### src/design/asd_pkg.sv
package asd_pkg;

  localparam int IN_W            = 16;
  localparam int LEVEL_W         = 20;
  localparam int TIME_W          = 32;
  localparam int COUNT_W         = 32;
  localparam int DEB_W           = 16;
  localparam int CFG_W           = 20;
  localparam int COEF_W          = 16;
  localparam int MIX_W           = LEVEL_W + COEF_W;
  localparam int SAMPLE_BITS_DEF = 16;

  // Smoothing coefficients in Q0.16: alpha = 0.3, and one minus alpha.
  localparam logic [COEF_W-1:0] ALPHA_Q16 = 16'd19661;
  localparam logic [COEF_W-1:0] BETA_Q16  = 16'd45875;
  localparam logic [MIX_W-1:0]  ROUND_HALF = MIX_W'(32768);

  localparam logic [LEVEL_W-1:0] LEVEL_MAX = '1;
  // Alpha times the saturated magnitude.
  localparam logic [MIX_W-1:0] SAT_PROD = MIX_W'(64'(LEVEL_MAX) * 64'(ALPHA_Q16));

  localparam logic [LEVEL_W-1:0] UPPER_THR_RST   = 20'd314573;
  localparam logic [LEVEL_W-1:0] HYST_RST        = 20'd39322;
  localparam logic [DEB_W-1:0]   DEBOUNCE_RST    = 16'd250;
  localparam logic [LEVEL_W-1:0] FILT_START_RST  = 20'd262144;

  localparam logic OP_SAMPLE = 1'b0;
  localparam logic OP_CLEAR  = 1'b1;

  typedef enum logic [1:0] {
    CFG_UPPER_THR  = 2'd0,
    CFG_HYST       = 2'd1,
    CFG_DEBOUNCE   = 2'd2,
    CFG_FILT_START = 2'd3
  } cfg_idx_t;

  typedef struct packed {
    logic                     operation;
    logic signed [IN_W-1:0]   accel_x;
    logic signed [IN_W-1:0]   accel_y;
    logic signed [IN_W-1:0]   accel_z;
    logic [TIME_W-1:0]        time_ms;
  } asd_in_t;

  typedef struct packed {
    logic                 event_res;
    logic [COUNT_W-1:0]   event_count;
    logic [LEVEL_W-1:0]   filtered_level;
  } asd_out_t;

  // Load and advance controls for the serial datapath units.
  typedef struct packed {
    logic load;
    logic step;
  } step_ctl_t;

  // Controls for a serial constant multiplier fed one bit per cycle while enabled.
  typedef struct packed {
    logic clr;
    logic en;
    logic din;
  } ser_ctl_t;

endpackage

### src/design/asd_sqsum.sv
module asd_sqsum import asd_pkg::*; #(
  parameter int SAMPLE_BITS = SAMPLE_BITS_DEF
) (
  input  logic                     clk,
  input  step_ctl_t                ctl,
  input  logic signed [IN_W-1:0]   ax,
  input  logic signed [IN_W-1:0]   ay,
  input  logic signed [IN_W-1:0]   az,
  output logic [2*SAMPLE_BITS+1:0] sum
);

  localparam int SB   = SAMPLE_BITS;
  localparam int SQ_W = 2 * SB + 2;
  localparam int HI_W = SB + 3;

  logic [SB-1:0]   ax_r, ay_r, az_r;
  logic [SB-1:0]   mx_r, my_r, mz_r;
  logic [SQ_W-1:0] p_r;
  logic [HI_W-1:0] pp;
  logic [HI_W-1:0] hi;

  // Magnitude of the sample sign-extended from its low SB bits.
  function automatic logic [SB-1:0] mag_of(input logic [IN_W-1:0] v);
    logic [SB-1:0] raw;
    begin
      raw = SB'(v);
      if (raw[SB-1]) begin
        return ~raw + SB'(1);
      end
      return raw;
    end
  endfunction

  // Three serial-parallel squarers share one accumulator, LSB first.
  always_comb begin
    pp = (mx_r[0] ? HI_W'(ax_r) : '0) + (my_r[0] ? HI_W'(ay_r) : '0)
       + (mz_r[0] ? HI_W'(az_r) : '0);
    hi = HI_W'(p_r[SQ_W-1:SB]) + pp;
  end

  always_ff @(posedge clk) begin
    if (ctl.load) begin
      ax_r <= mag_of($unsigned(ax));
      ay_r <= mag_of($unsigned(ay));
      az_r <= mag_of($unsigned(az));
      mx_r <= mag_of($unsigned(ax));
      my_r <= mag_of($unsigned(ay));
      mz_r <= mag_of($unsigned(az));
      p_r  <= '0;
    end else if (ctl.step) begin
      mx_r <= mx_r >> 1;
      my_r <= my_r >> 1;
      mz_r <= mz_r >> 1;
      p_r  <= {hi, p_r[SB-1:1]};
    end
  end

  assign sum = p_r;

endmodule

### src/design/asd_isqrt.sv
module asd_isqrt import asd_pkg::*; #(
  parameter int ROOT_W = SAMPLE_BITS_DEF + 5
) (
  input  logic                  clk,
  input  step_ctl_t             ctl,
  input  logic [2*ROOT_W-1:0]   radicand,
  output logic [ROOT_W-1:0]     root,
  output logic                  root_bit
);

  localparam int REM_W = ROOT_W + 1;
  localparam int SH_W  = ROOT_W + 3;

  logic [2*ROOT_W-1:0] n_r;
  logic [REM_W-1:0]    rem_r;
  logic [ROOT_W-1:0]   root_r;
  logic [SH_W-1:0]     rem_sh;
  logic [SH_W-1:0]     trial;
  logic                ge;

  // One root bit per cycle while stepped, most significant first.
  always_comb begin
    rem_sh   = {rem_r, n_r[2*ROOT_W-1 -: 2]};
    trial    = SH_W'({root_r, 2'b01});
    ge       = rem_sh >= trial;
    root_bit = ge;
  end

  always_ff @(posedge clk) begin
    if (ctl.load) begin
      n_r    <= radicand;
      rem_r  <= '0;
      root_r <= '0;
    end else if (ctl.step) begin
      n_r    <= n_r << 2;
      rem_r  <= REM_W'(ge ? rem_sh - trial : rem_sh);
      root_r <= {root_r[ROOT_W-2:0], ge};
    end
  end

  assign root = root_r;

endmodule

### src/design/asd_cmul.sv
module asd_cmul import asd_pkg::*; #(
  parameter int               ACC_W = MIX_W,
  parameter logic [COEF_W-1:0] K    = ALPHA_Q16
) (
  input  logic              clk,
  input  ser_ctl_t          ctl,
  output logic [ACC_W-1:0]  acc
);

  logic [ACC_W-1:0] acc_r;

  // Multiplier bits arrive most significant first.
  always_ff @(posedge clk) begin
    if (ctl.clr) begin
      acc_r <= '0;
    end else if (ctl.en) begin
      acc_r <= (acc_r << 1) + (ctl.din ? ACC_W'(K) : '0);
    end
  end

  assign acc = acc_r;

endmodule

### src/design/accel_step_detector_unit.sv
// Accelerometer step counter.
// Input channel: in_valid / in_stall carry one transfer of asd_in_t. A
// sample operation computes the floor square root of the sum of squared
// axes (scaled to Q16.4), smooths it with an exponential average and runs
// the arm / disarm detector with debounce. A clear operation zeroes the
// counter and detector and reloads the level from filter_start.
// Result channel: out_valid / out_stall carry one transfer of asd_out_t
// for every input transfer, in order.
// Configuration: cfg_we writes cfg_wdata into the register named by
// cfg_index on the same edge; write only while the block is idle.
// Sequence: a sample runs the serial squarer, loads and runs the
// bit-serial square root, forms the new level and then runs the detector;
// the squarer and the square root dominate. A clear goes straight to the
// detector. One item is worked on at a time, so the next input transfer
// is taken in the cycle after the result is registered.
// The output register holds a result while the receiver stalls; a new
// item may be taken and worked on meanwhile, and it waits in its final
// step until the register frees.
// Reset loads the register defaults, sets the level to one g, clears the
// count and the detector, and empties the output register.
module accel_step_detector_unit import asd_pkg::*; #(
  parameter int SAMPLE_BITS = SAMPLE_BITS_DEF
) (
  input  logic               clk,
  input  logic               rst_n,
  input  logic               in_valid,
  input  asd_in_t            in_data,
  output logic               in_stall,
  output logic               out_valid,
  output asd_out_t           out_data,
  input  logic               out_stall,
  input  logic               cfg_we,
  input  logic [1:0]         cfg_index,
  input  logic [CFG_W-1:0]   cfg_wdata
);

  localparam int SQ_W   = 2 * SAMPLE_BITS + 2;
  localparam int RAD_W  = SQ_W + 8;
  localparam int ROOT_W = RAD_W / 2;
  localparam int MP_W   = ROOT_W + COEF_W;
  localparam int CMP_W  = (ROOT_W > LEVEL_W) ? ROOT_W : LEVEL_W;
  localparam int CNT_W  = $clog2(ROOT_W);
  localparam int LPC_W  = $clog2(LEVEL_W + 1);

  typedef enum logic [2:0] {
    ST_IDLE,
    ST_SQ,
    ST_LD,
    ST_RT,
    ST_MIX,
    ST_DET
  } state_t;

  // Configuration registers.
  logic [LEVEL_W-1:0] thr_r;
  logic [LEVEL_W-1:0] hyst_r;
  logic [DEB_W-1:0]   deb_r;
  logic [LEVEL_W-1:0] fstart_r;

  state_t             state_r, state_nxt;
  logic [CNT_W-1:0]   cnt_r, cnt_nxt;
  logic [LPC_W-1:0]   lp_cnt_r, lp_cnt_nxt;
  logic [LEVEL_W-1:0] lvl_sh_r, lvl_sh_nxt;
  logic               clr_r, clr_nxt;
  logic [TIME_W-1:0]  time_r, time_nxt;
  logic [TIME_W-1:0]  elapsed_r, elapsed_nxt;
  logic               deb_ok_r, deb_ok_nxt;
  logic [LEVEL_W-1:0] dis_lvl_r, dis_lvl_nxt;
  logic               dis_en_r, dis_en_nxt;
  logic [LEVEL_W-1:0] level_r, level_nxt;
  logic               armed_r, armed_nxt;
  logic [TIME_W-1:0]  last_r, last_nxt;
  logic [COUNT_W-1:0] count_r, count_nxt;
  logic               out_valid_r, out_valid_nxt;
  asd_out_t           out_data_r, out_data_nxt;

  logic               accept;
  logic               out_free;
  logic               emit;
  logic               ev_nxt;
  logic [SQ_W-1:0]    sq_sum;
  logic [ROOT_W-1:0]  root;
  logic               root_bit;
  logic [MP_W-1:0]    mag_prod;
  logic [MIX_W-1:0]   lvl_prod;
  logic               sat;
  logic [MIX_W-1:0]   mix_sum;
  step_ctl_t          sq_ctl;
  step_ctl_t          rt_ctl;
  ser_ctl_t           mag_ctl;
  ser_ctl_t           lvl_ctl;

  assign in_stall  = (state_r != ST_IDLE);
  assign accept    = in_valid && !in_stall;
  assign out_free  = !out_valid_r || !out_stall;
  assign out_valid = out_valid_r;
  assign out_data  = out_data_r;

  // Sum of squares, then the square root of that sum scaled by 256.
  assign sq_ctl = '{load: accept, step: (state_r == ST_SQ)};
  assign rt_ctl = '{load: (state_r == ST_LD), step: (state_r == ST_RT)};

  asd_sqsum #(.SAMPLE_BITS(SAMPLE_BITS)) u_sqsum (
    .clk (clk),
    .ctl (sq_ctl),
    .ax  (in_data.accel_x),
    .ay  (in_data.accel_y),
    .az  (in_data.accel_z),
    .sum (sq_sum)
  );

  asd_isqrt #(.ROOT_W(ROOT_W)) u_isqrt (
    .clk      (clk),
    .ctl      (rt_ctl),
    .radicand ({sq_sum, 8'd0}),
    .root     (root),
    .root_bit (root_bit)
  );

  // The root bits feed the alpha product as they are decided, while the
  // old level is multiplied by one minus alpha from the moment of the
  // input transfer.
  assign mag_ctl = '{clr: (state_r == ST_LD), en: (state_r == ST_RT), din: root_bit};
  assign lvl_ctl = '{clr: accept, en: (lp_cnt_r != '0), din: lvl_sh_r[LEVEL_W-1]};

  asd_cmul #(.ACC_W(MP_W), .K(ALPHA_Q16)) u_mag_mul (
    .clk (clk),
    .ctl (mag_ctl),
    .acc (mag_prod)
  );

  asd_cmul #(.ACC_W(MIX_W), .K(BETA_Q16)) u_lvl_mul (
    .clk (clk),
    .ctl (lvl_ctl),
    .acc (lvl_prod)
  );

  // A root above the 20-bit range saturates, and so does its product.
  assign sat     = CMP_W'(root) > CMP_W'(LEVEL_MAX);
  assign mix_sum = (sat ? SAT_PROD : MIX_W'(mag_prod)) + lvl_prod + ROUND_HALF;

  // Configuration writes.
  always_ff @(posedge clk) begin
    if (!rst_n) begin
      thr_r    <= UPPER_THR_RST;
      hyst_r   <= HYST_RST;
      deb_r    <= DEBOUNCE_RST;
      fstart_r <= FILT_START_RST;
    end else if (cfg_we) begin
      case (cfg_idx_t'(cfg_index))
        CFG_UPPER_THR:  thr_r    <= cfg_wdata;
        CFG_HYST:       hyst_r   <= cfg_wdata;
        CFG_DEBOUNCE:   deb_r    <= cfg_wdata[DEB_W-1:0];
        CFG_FILT_START: fstart_r <= cfg_wdata;
        default: ;
      endcase
    end
  end

  always_comb begin
    state_nxt     = state_r;
    cnt_nxt       = cnt_r;
    lp_cnt_nxt    = lp_cnt_r;
    lvl_sh_nxt    = lvl_sh_r;
    clr_nxt       = clr_r;
    time_nxt      = time_r;
    elapsed_nxt   = elapsed_r;
    deb_ok_nxt    = deb_ok_r;
    dis_lvl_nxt   = dis_lvl_r;
    dis_en_nxt    = dis_en_r;
    level_nxt     = level_r;
    armed_nxt     = armed_r;
    last_nxt      = last_r;
    count_nxt     = count_r;
    out_valid_nxt = out_valid_r && out_stall;
    out_data_nxt  = out_data_r;
    ev_nxt        = 1'b0;
    emit          = 1'b0;

    // The old level is shifted out most significant bit first.
    if (lp_cnt_r != '0) begin
      lp_cnt_nxt = lp_cnt_r - LPC_W'(1);
      lvl_sh_nxt = lvl_sh_r << 1;
    end

    case (state_r)
      ST_IDLE: begin
        if (in_valid) begin
          clr_nxt    = (in_data.operation == OP_CLEAR);
          time_nxt   = in_data.time_ms;
          lvl_sh_nxt = level_r;
          lp_cnt_nxt = LPC_W'(LEVEL_W);
          cnt_nxt    = CNT_W'(SAMPLE_BITS - 1);
          state_nxt  = (in_data.operation == OP_CLEAR) ? ST_DET : ST_SQ;
        end
      end
      ST_SQ: begin
        // The detector's comparisons are prepared while the squarer runs.
        elapsed_nxt = time_r - last_r;
        deb_ok_nxt  = elapsed_r >= TIME_W'(deb_r);
        dis_lvl_nxt = thr_r - hyst_r;
        dis_en_nxt  = hyst_r <= thr_r;
        if (cnt_r == '0) begin
          state_nxt = ST_LD;
        end else begin
          cnt_nxt = cnt_r - CNT_W'(1);
        end
      end
      ST_LD: begin
        cnt_nxt   = CNT_W'(ROOT_W - 1);
        state_nxt = ST_RT;
      end
      ST_RT: begin
        if (cnt_r == '0) begin
          state_nxt = ST_MIX;
        end else begin
          cnt_nxt = cnt_r - CNT_W'(1);
        end
      end
      ST_MIX: begin
        level_nxt = mix_sum[MIX_W-1 -: LEVEL_W];
        state_nxt = ST_DET;
      end
      ST_DET: begin
        if (out_free) begin
          emit = 1'b1;
          if (clr_r) begin
            level_nxt = fstart_r;
            armed_nxt = 1'b0;
            last_nxt  = '0;
            count_nxt = '0;
          end else if (level_r > thr_r && !armed_r) begin
            armed_nxt = 1'b1;
          end else if (armed_r && dis_en_r && level_r < dis_lvl_r) begin
            armed_nxt = 1'b0;
            if (deb_ok_r) begin
              count_nxt = count_r + COUNT_W'(1);
              last_nxt  = time_r;
              ev_nxt    = 1'b1;
            end
          end
          out_valid_nxt = 1'b1;
          out_data_nxt  = '{event_res: ev_nxt, event_count: count_nxt,
                            filtered_level: level_nxt};
          state_nxt     = ST_IDLE;
        end
      end
      default: begin
        state_nxt = ST_IDLE;
      end
    endcase
  end

  always_ff @(posedge clk) begin
    if (!rst_n) begin
      state_r     <= ST_IDLE;
      cnt_r       <= '0;
      lp_cnt_r    <= '0;
      level_r     <= FILT_START_RST;
      armed_r     <= 1'b0;
      last_r      <= '0;
      count_r     <= '0;
      out_valid_r <= 1'b0;
    end else begin
      state_r     <= state_nxt;
      cnt_r       <= cnt_nxt;
      lp_cnt_r    <= lp_cnt_nxt;
      level_r     <= level_nxt;
      armed_r     <= armed_nxt;
      last_r      <= last_nxt;
      count_r     <= count_nxt;
      out_valid_r <= out_valid_nxt;
    end
    lvl_sh_r   <= lvl_sh_nxt;
    clr_r      <= clr_nxt;
    time_r     <= time_nxt;
    elapsed_r  <= elapsed_nxt;
    deb_ok_r   <= deb_ok_nxt;
    dis_lvl_r  <= dis_lvl_nxt;
    dis_en_r   <= dis_en_nxt;
    out_data_r <= out_data_nxt;
  end

`ifndef SYNTHESIS
  // The level product must be complete before the new level is formed.
  a_lvl_prod_done: assert property (@(posedge clk) disable iff (!rst_n)
    state_r == ST_MIX |-> lp_cnt_r == '0)
    else $error("level product still running at mix");

  // A counted event advances the counter by exactly one.
  a_event_count: assert property (@(posedge clk) disable iff (!rst_n)
    emit && ev_nxt |=> count_r == $past(count_r) + COUNT_W'(1))
    else $error("event without count increment");

  // Emitting a result always returns the sequencer to idle and fills the
  // output register.
  a_emit_idle: assert property (@(posedge clk) disable iff (!rst_n)
    emit |=> state_r == ST_IDLE && out_valid_r)
    else $error("result emitted without returning to idle");

  // The output register is never overwritten while the receiver stalls.
  a_no_overwrite: assert property (@(posedge clk) disable iff (!rst_n)
    out_valid_r && out_stall |-> !emit)
    else $error("result overwritten under stall");
`endif

endmodule
### config.mk
export PLATFORM = sky130hd
export DESIGN_NAME = accel_step_detector_unit
export DESIGN_NICKNAME = d
export VERILOG_FILES = /design/src/design/asd_pkg.sv /design/src/design/asd_sqsum.sv /design/src/design/asd_isqrt.sv /design/src/design/asd_cmul.sv /design/src/design/accel_step_detector_unit.sv
export SDC_FILE = /design/constraint.sdc
export NUM_CORES = 2
export LEC_CHECK = 0
export BUFFER_PORTS_ARGS = -buffer_cell sky130_fd_sc_hd__clkbuf_2
export CAP_MARGIN = 10
export CORE_MARGIN = 2
export CORE_UTILIZATION = 45
export DETAILED_ROUTE_END_ITERATION = 7
export PLACE_DENSITY = 0.7
export SLEW_MARGIN = 25
export SYNTH_ARGS = -nofsm -noshare
export SYNTH_HDL_FRONTEND = slang
export SYNTH_SLANG_ARGS = --single-unit
### constraint.sdc
create_clock -name clk -period 5 [get_ports clk]
set_clock_uncertainty 0.1 [all_clocks]
set_input_delay 0 -clock clk [delete_from_list [all_inputs] [get_ports clk]]
set_output_delay 0 -clock clk [all_outputs]
set_load 0.1 [all_outputs]
==> Word-level counts from Yosys, hierarchy flattened <==
Index checks and enable logic that the tools add are counted.
{ "totals": {"regBits": 614, "input_bits": 108, "output_inout_bits": 55, "word_cells": 168} }
{ "op_classes": {"add_sub_neg": 16, "n_lt_le_gt_ge": 6, "n_eq_ne": 14, "n_mux": 59, "n_bitwise": 4, "reduce_logical": 35} }
{ "ops": {"columns": ["cell", "n"], "rows": [
  ["$mux 16", 16],
  ["$mux 32", 8],
  ["$mux 20", 5],
  ["$mux 42", 2],
  ["$add 36x36->36", 2],
  ["$add 16x1->16 const B", 3],
  ["$not 16->16", 3],
  ["$pmux 20 s2", 1],
  ["$add 19x19->19", 2],
  ["$add 36x15->36", 1],
  ["$add 36x16->36 const B", 1],
  ["$mux 36", 1],
  ["$add 32x1->32 const B", 1],
  ["$ge 32x16->1", 1],
  ["$sub 32x32->32", 1],
  ["$mux 5", 5],
  ["$ge 24x23->1", 1],
  ["$mux 22", 1],
  ["$sub 22x22->22", 1],
  ["$gt 21x20->1 const B", 1],
  ["$gt 20x20->1", 1],
  ["$le 20x20->1", 1],
  ["$lt 20x20->1", 1],
  ["$sub 20x20->20", 1],
  ["other kinds (30)", 73]
]} }

==> Logic depth before layout (Yosys ltp) <==
{ "depth": {"ltp_word": 6, "mapped_depth": 22, "mapped_depth_nobuf": 20} }

==> By module <==
From an unflattened synthesis, not the netlist that was laid out.
{ "hier_totals": {"hier_cells": 3670, "area_unflattened_um2": 35660.5} }
{ "by_module_without_submodules": {"columns": ["mod", "n_inst", "cells_each", "area_per_inst_um2", "seq_area_each_um2"], "rows": [
  ["accel_step_detector_unit", 1, 1998, 18701.7, 8107.8],
  ["asd_sqsum", 1, 644, 7524.7, 3563.4],
  ["asd_isqrt", 1, 478, 4798.4, 2122.0],
  ["asd_cmul (u_mag_mul)", 1, 289, 2392.3, 740.7],
  ["asd_cmul (u_lvl_mul)", 1, 261, 2243.4, 720.7]
]} }

==> Worst setup path after synthesis <==
OpenSTA, ideal clock, no wires.
{ "synth_path": {"kind": "register -> register", "start": "reg u_isqrt.root_r[10], in the netlist u_isqrt.root[10]", "end": "reg u_mag_mul.acc_r[30], in the netlist u_mag_mul.acc[30]", "setup_ps": 133, "arrival_time_ps": 4584, "t_required_ps": 4767, "path_slack_ps": 184, "stages_incl_launch_ff": 23, "n_path_buf": 2, "synth_period_minus_slack_ps": 4816, "path_cell_list": "dfxtp_1 inv_1 ha_1 clkbuf_1 or2_2 a21oi_1 o21ai_0 nor2_1 nand4_1 a2111oi_4 inv_1 ha_1 fa_1 a41o_1 a21oi_1 o21bai_1 a21oi_1 o21bai_1 and3_1 clkbuf_1 and4_1 xnor2_1 a21oi_1"} }
{ "synth_via": {"elab_chain_len": 3} }
{ "synth_lines": {"columns": ["element", "line_no", "text"], "rows": [
  ["start: declaration", "asd_isqrt.sv:16", "logic [ROOT_W-1:0] root_r;"],
  ["start signal: assignment", "asd_isqrt.sv:37", "root_r <= {root_r[ROOT_W-2:0], ge};"],
  ["$ge 24x23->1", "asd_isqrt.sv:25", "ge = rem_sh >= trial;"],
  ["via root_bit", "accel_step_detector_unit.sv:83", "logic root_bit;"],
  ["$mux 15", "asd_cmul.sv:17", "acc_r <= (acc_r << 1) + (ctl.din ? ACC_W'(K) : '0);"],
  ["$add 36x15->36", "asd_cmul.sv:17", null],
  ["end signal: assignment", "asd_cmul.sv:17", null],
  ["end: declaration", "asd_cmul.sv:10", "logic [ACC_W-1:0] acc_r;"]
]} }
The timed path passes the listed nets, and every way through them passes these cells.
A chain may end at the register's enable or synchronous reset.

==> Final worst setup path <==
{ "layout_path": {"start": "reg u_isqrt.root_r[7], in the netlist u_isqrt.root[7]", "end": "reg u_mag_mul.acc_r[30], in the netlist u_mag_mul.acc[30]"} }
Same word-level chain as after synthesis.

==> flow_summary.ini <==
[detailed_routing]
met3WireLength_um = 4170
routedWlPerCell_um = 16.3
drtPass1Iterations = 5
wl_met2_um = 38600
wl_met1_um = 36500
wl_um = 81100
drtAntennaViolNets = 0
drc_errors = 0
vias = 27100
top_layer = met4
drt_iter0_drc = 2085
vias_per_cell = 5.46

[floorplanning]
rows = 100
core_um2 = 74100
pin_count = 163
die_x_um = 277
dieArea_um2 = 76800
fp.dieH_um = 277
start_util_pct = 45.3

[power_and_ir_drop]
vdd_drop_max_mv = 0.534
power.leakage_nw = 16.2
power_density_nw_per_um2 = 593
finalPower_mw = 23.3

[cells_and_area]
syn2layout_area_growth_pct = 16.9
final_cell_mix = 674 x nand2_1, 342 x dfxtp_1, 270 x a21oi_1, 270 x edfxtp_1, 238 x ha_1
drive_gt1_share_pct = 9.35
final_core_utilization_pct = 52.9
final_common_cell = nand2_1
fin_nets = 4327

[global_route]
antenna_found_initial = 0
grt_pass1_wl_um = 133000
grt_pass1_vias = 26100
grt_usage_pct = 20.9
grt_max_degree = 88
globalRouteOverflowTotal = 0

[clocking]
cts_tree = done
cts_buffer_depth = 3
clkTransAtPathRegs_ns = 0.06
cts_max_level = 3
cts-root-buf = clkbuf_16
cts_buffers = 69
clock_latency_ns = 0.62
clock-sinks = 612

[critical_path]
cp.depth = 20
critPathMaxStageDelay_ns = 0.46
cp-start-kind = register
path_buf_inv = 3
crit_type = reg2reg
cp-startpoint = u_isqrt.root[7]
crit_family = compound AO/OA/AOI/OAI gates
crit_path_end_kind = register
path_cells = inv_1 > ha_1 > a211o_1 > a31oi_1 > o21ai_0 > nor2_1 > nand4_1 > a2111oi_4 > inv_1 > buf_4 > fa_1 > a41o_1 > a21oi_2 > o21bai_1 > a21oi_2 > o21bai_1 > and3_1 > and4_1 > xnor2_1 > a21oi_1
crit_slowest_cell = fa_1
cp.required_ns = 5.35
regToRegStartpoint = u_isqrt.root[7]
crit_fanout = 12
critPathArrivalTime_ns = 5.08
ff2ff_path_depth = 20

[synth]
syn-cell-area_um2 = 33600
yosys.area_share.simple_pct = 17.2
synth_top_family_by_area = simple AND/OR/NAND/NOR gates
syn_inst = 3657
synth_top_flop_cell = dfxtp_1
synthArstFlopShare_pct = 0
synth_cell_types = 80
synth_compound_area_share_pct = 16.2
muxShareOfSynthArea_pct = 0.981
yosys_warnings = 0
avgSynthCellArea_um2 = 9.18
synthTopCellsByArea = edfxtp_1 24%, dfxtp_1 20%, ha_1 8.9%
synth_top_area_share_pct = 24.2
ys_seq_elements = 612
synth_edf_count = 270
synth_adder_area_share_pct = 11.0
ys_seq_area_share_pct = 44.6
synthXorXnorAreaFrac_pct = 5.87
synth.largest_area_cell = edfxtp_1
syn-num-nets = 4038

[placement]
place_hpwl_um = 54400
globalplace.congestion = 0.873
io_buffers = 162
pre_cts_slack_ns = 0.159

[timing]
finalWorstSetupSlack_ns = 0.272
max-slew-margin-rel_pct = 34.1
fin_crit_ns = 4.73
tightest_slew_ns = 0.989
maxSlewViolCount = 0
fin_crit_sh_pct = 94.6
whs_ns = 0.0536
fin_tns_setup_ns = 0
finalSetupViolCount = 0
fmax_mhz = 212
finalHoldViolCount = 0

[min_path]
hp-class = in2reg
min_from = in_data[18]
hold_depth = 2

[job]
drv_cap = 0

[status]
status = finished, final reports clean
==> logic make-up after synthesis <==
logic type	Yosys count
simple gates	1283
fa+ha+maj	273
buf+inv	374
mux	30
compound gates	860
flops	612
xor+xnor	225
==> cell usage after synthesis (all sizes together) (41+ instances only) <==
cell	count
a31oi	49
xnor2	118
o21ai	186
nand3	91
and3	45
a211oi	41
clkbuf	140
nor2b	44
a21o	67
dfxtp	342
nor2	191
nor3	48
ha	238
edfxtp	270
nand2	675
a21oi	272
inv	214
xor2	107
==> state kept, by name, summed over array words and instances, names as in the netlist, 21 cells and up <==
register / count
out_data: 53
u_lvl_mul.acc: 36
u_isqrt.n_r: 34
u_mag_mul.acc: 34
u_sqsum.sum: 34
count_r: 32
elapsed_r: 32
last_r: 32
time_r: 32
u_isqrt.rem_r: 22
u_isqrt.root: 21
==> per-layer routing <==
| metal | vias to the layer above | global-route usage, % |
|---|---|---|
| met5 | - | 0 |
| met4 | 0 | 6.74 |
| met3 | 130 | 2.95 |
| met2 | 696 | 35.4 |
| met1 | 12800 | 27.5 |
| li1 | 13500 | - |
==> timing repair <==
item	in CTS	in global routing
hold buffers	181	0
resized for setup	0	2
endpoints found under the hold margin	231	0
setup buffers	0	1
endpoints found under the setup margin	0	10
==> through the flow <==
stage | area, um^2 | std cells
6_report | 39200 | 4969
5_1_grt | 39200 | 4968
4_1_cts | 39200 | 4967
3_5_place_dp | 35300 | 4662
3_3_place_gp | 35300 | 4662
2_1_floorplan | 33600 | 3657
==> final timing paths <==
check | end | slack, ns
setup / recovery | u_mag_mul.acc[30] | 0.27
hold / removal | time_r[18] | 0.05
setup reg to reg | u_mag_mul.acc[30] | 0.27
hold reg to reg | u_mag_mul.acc[35] | 0.35
==> cell type report <==
cell class                      count  area, um^2
Tap cell                          969        1210
Clock inverter                     22         186
Fill cell                        6598       34900
Timing Repair Buffer              377        2890
Antenna cell                        1        2.50
Inverter                          215         815
Sequential cell                   612       15000
Clock buffer                      102        1930
Multi-Input combinational cell   2671       17200
==> report_power, final <==
part	internal (mW)	leakage, nW	switching, mW
Combinational	4.29	9.89	6.53
Sequential	6.74	5.31	0.858
Clock	2.71	1.03	2.11
Total	13.7	16.2	9.50
Power figures use the tool's default switching activity.
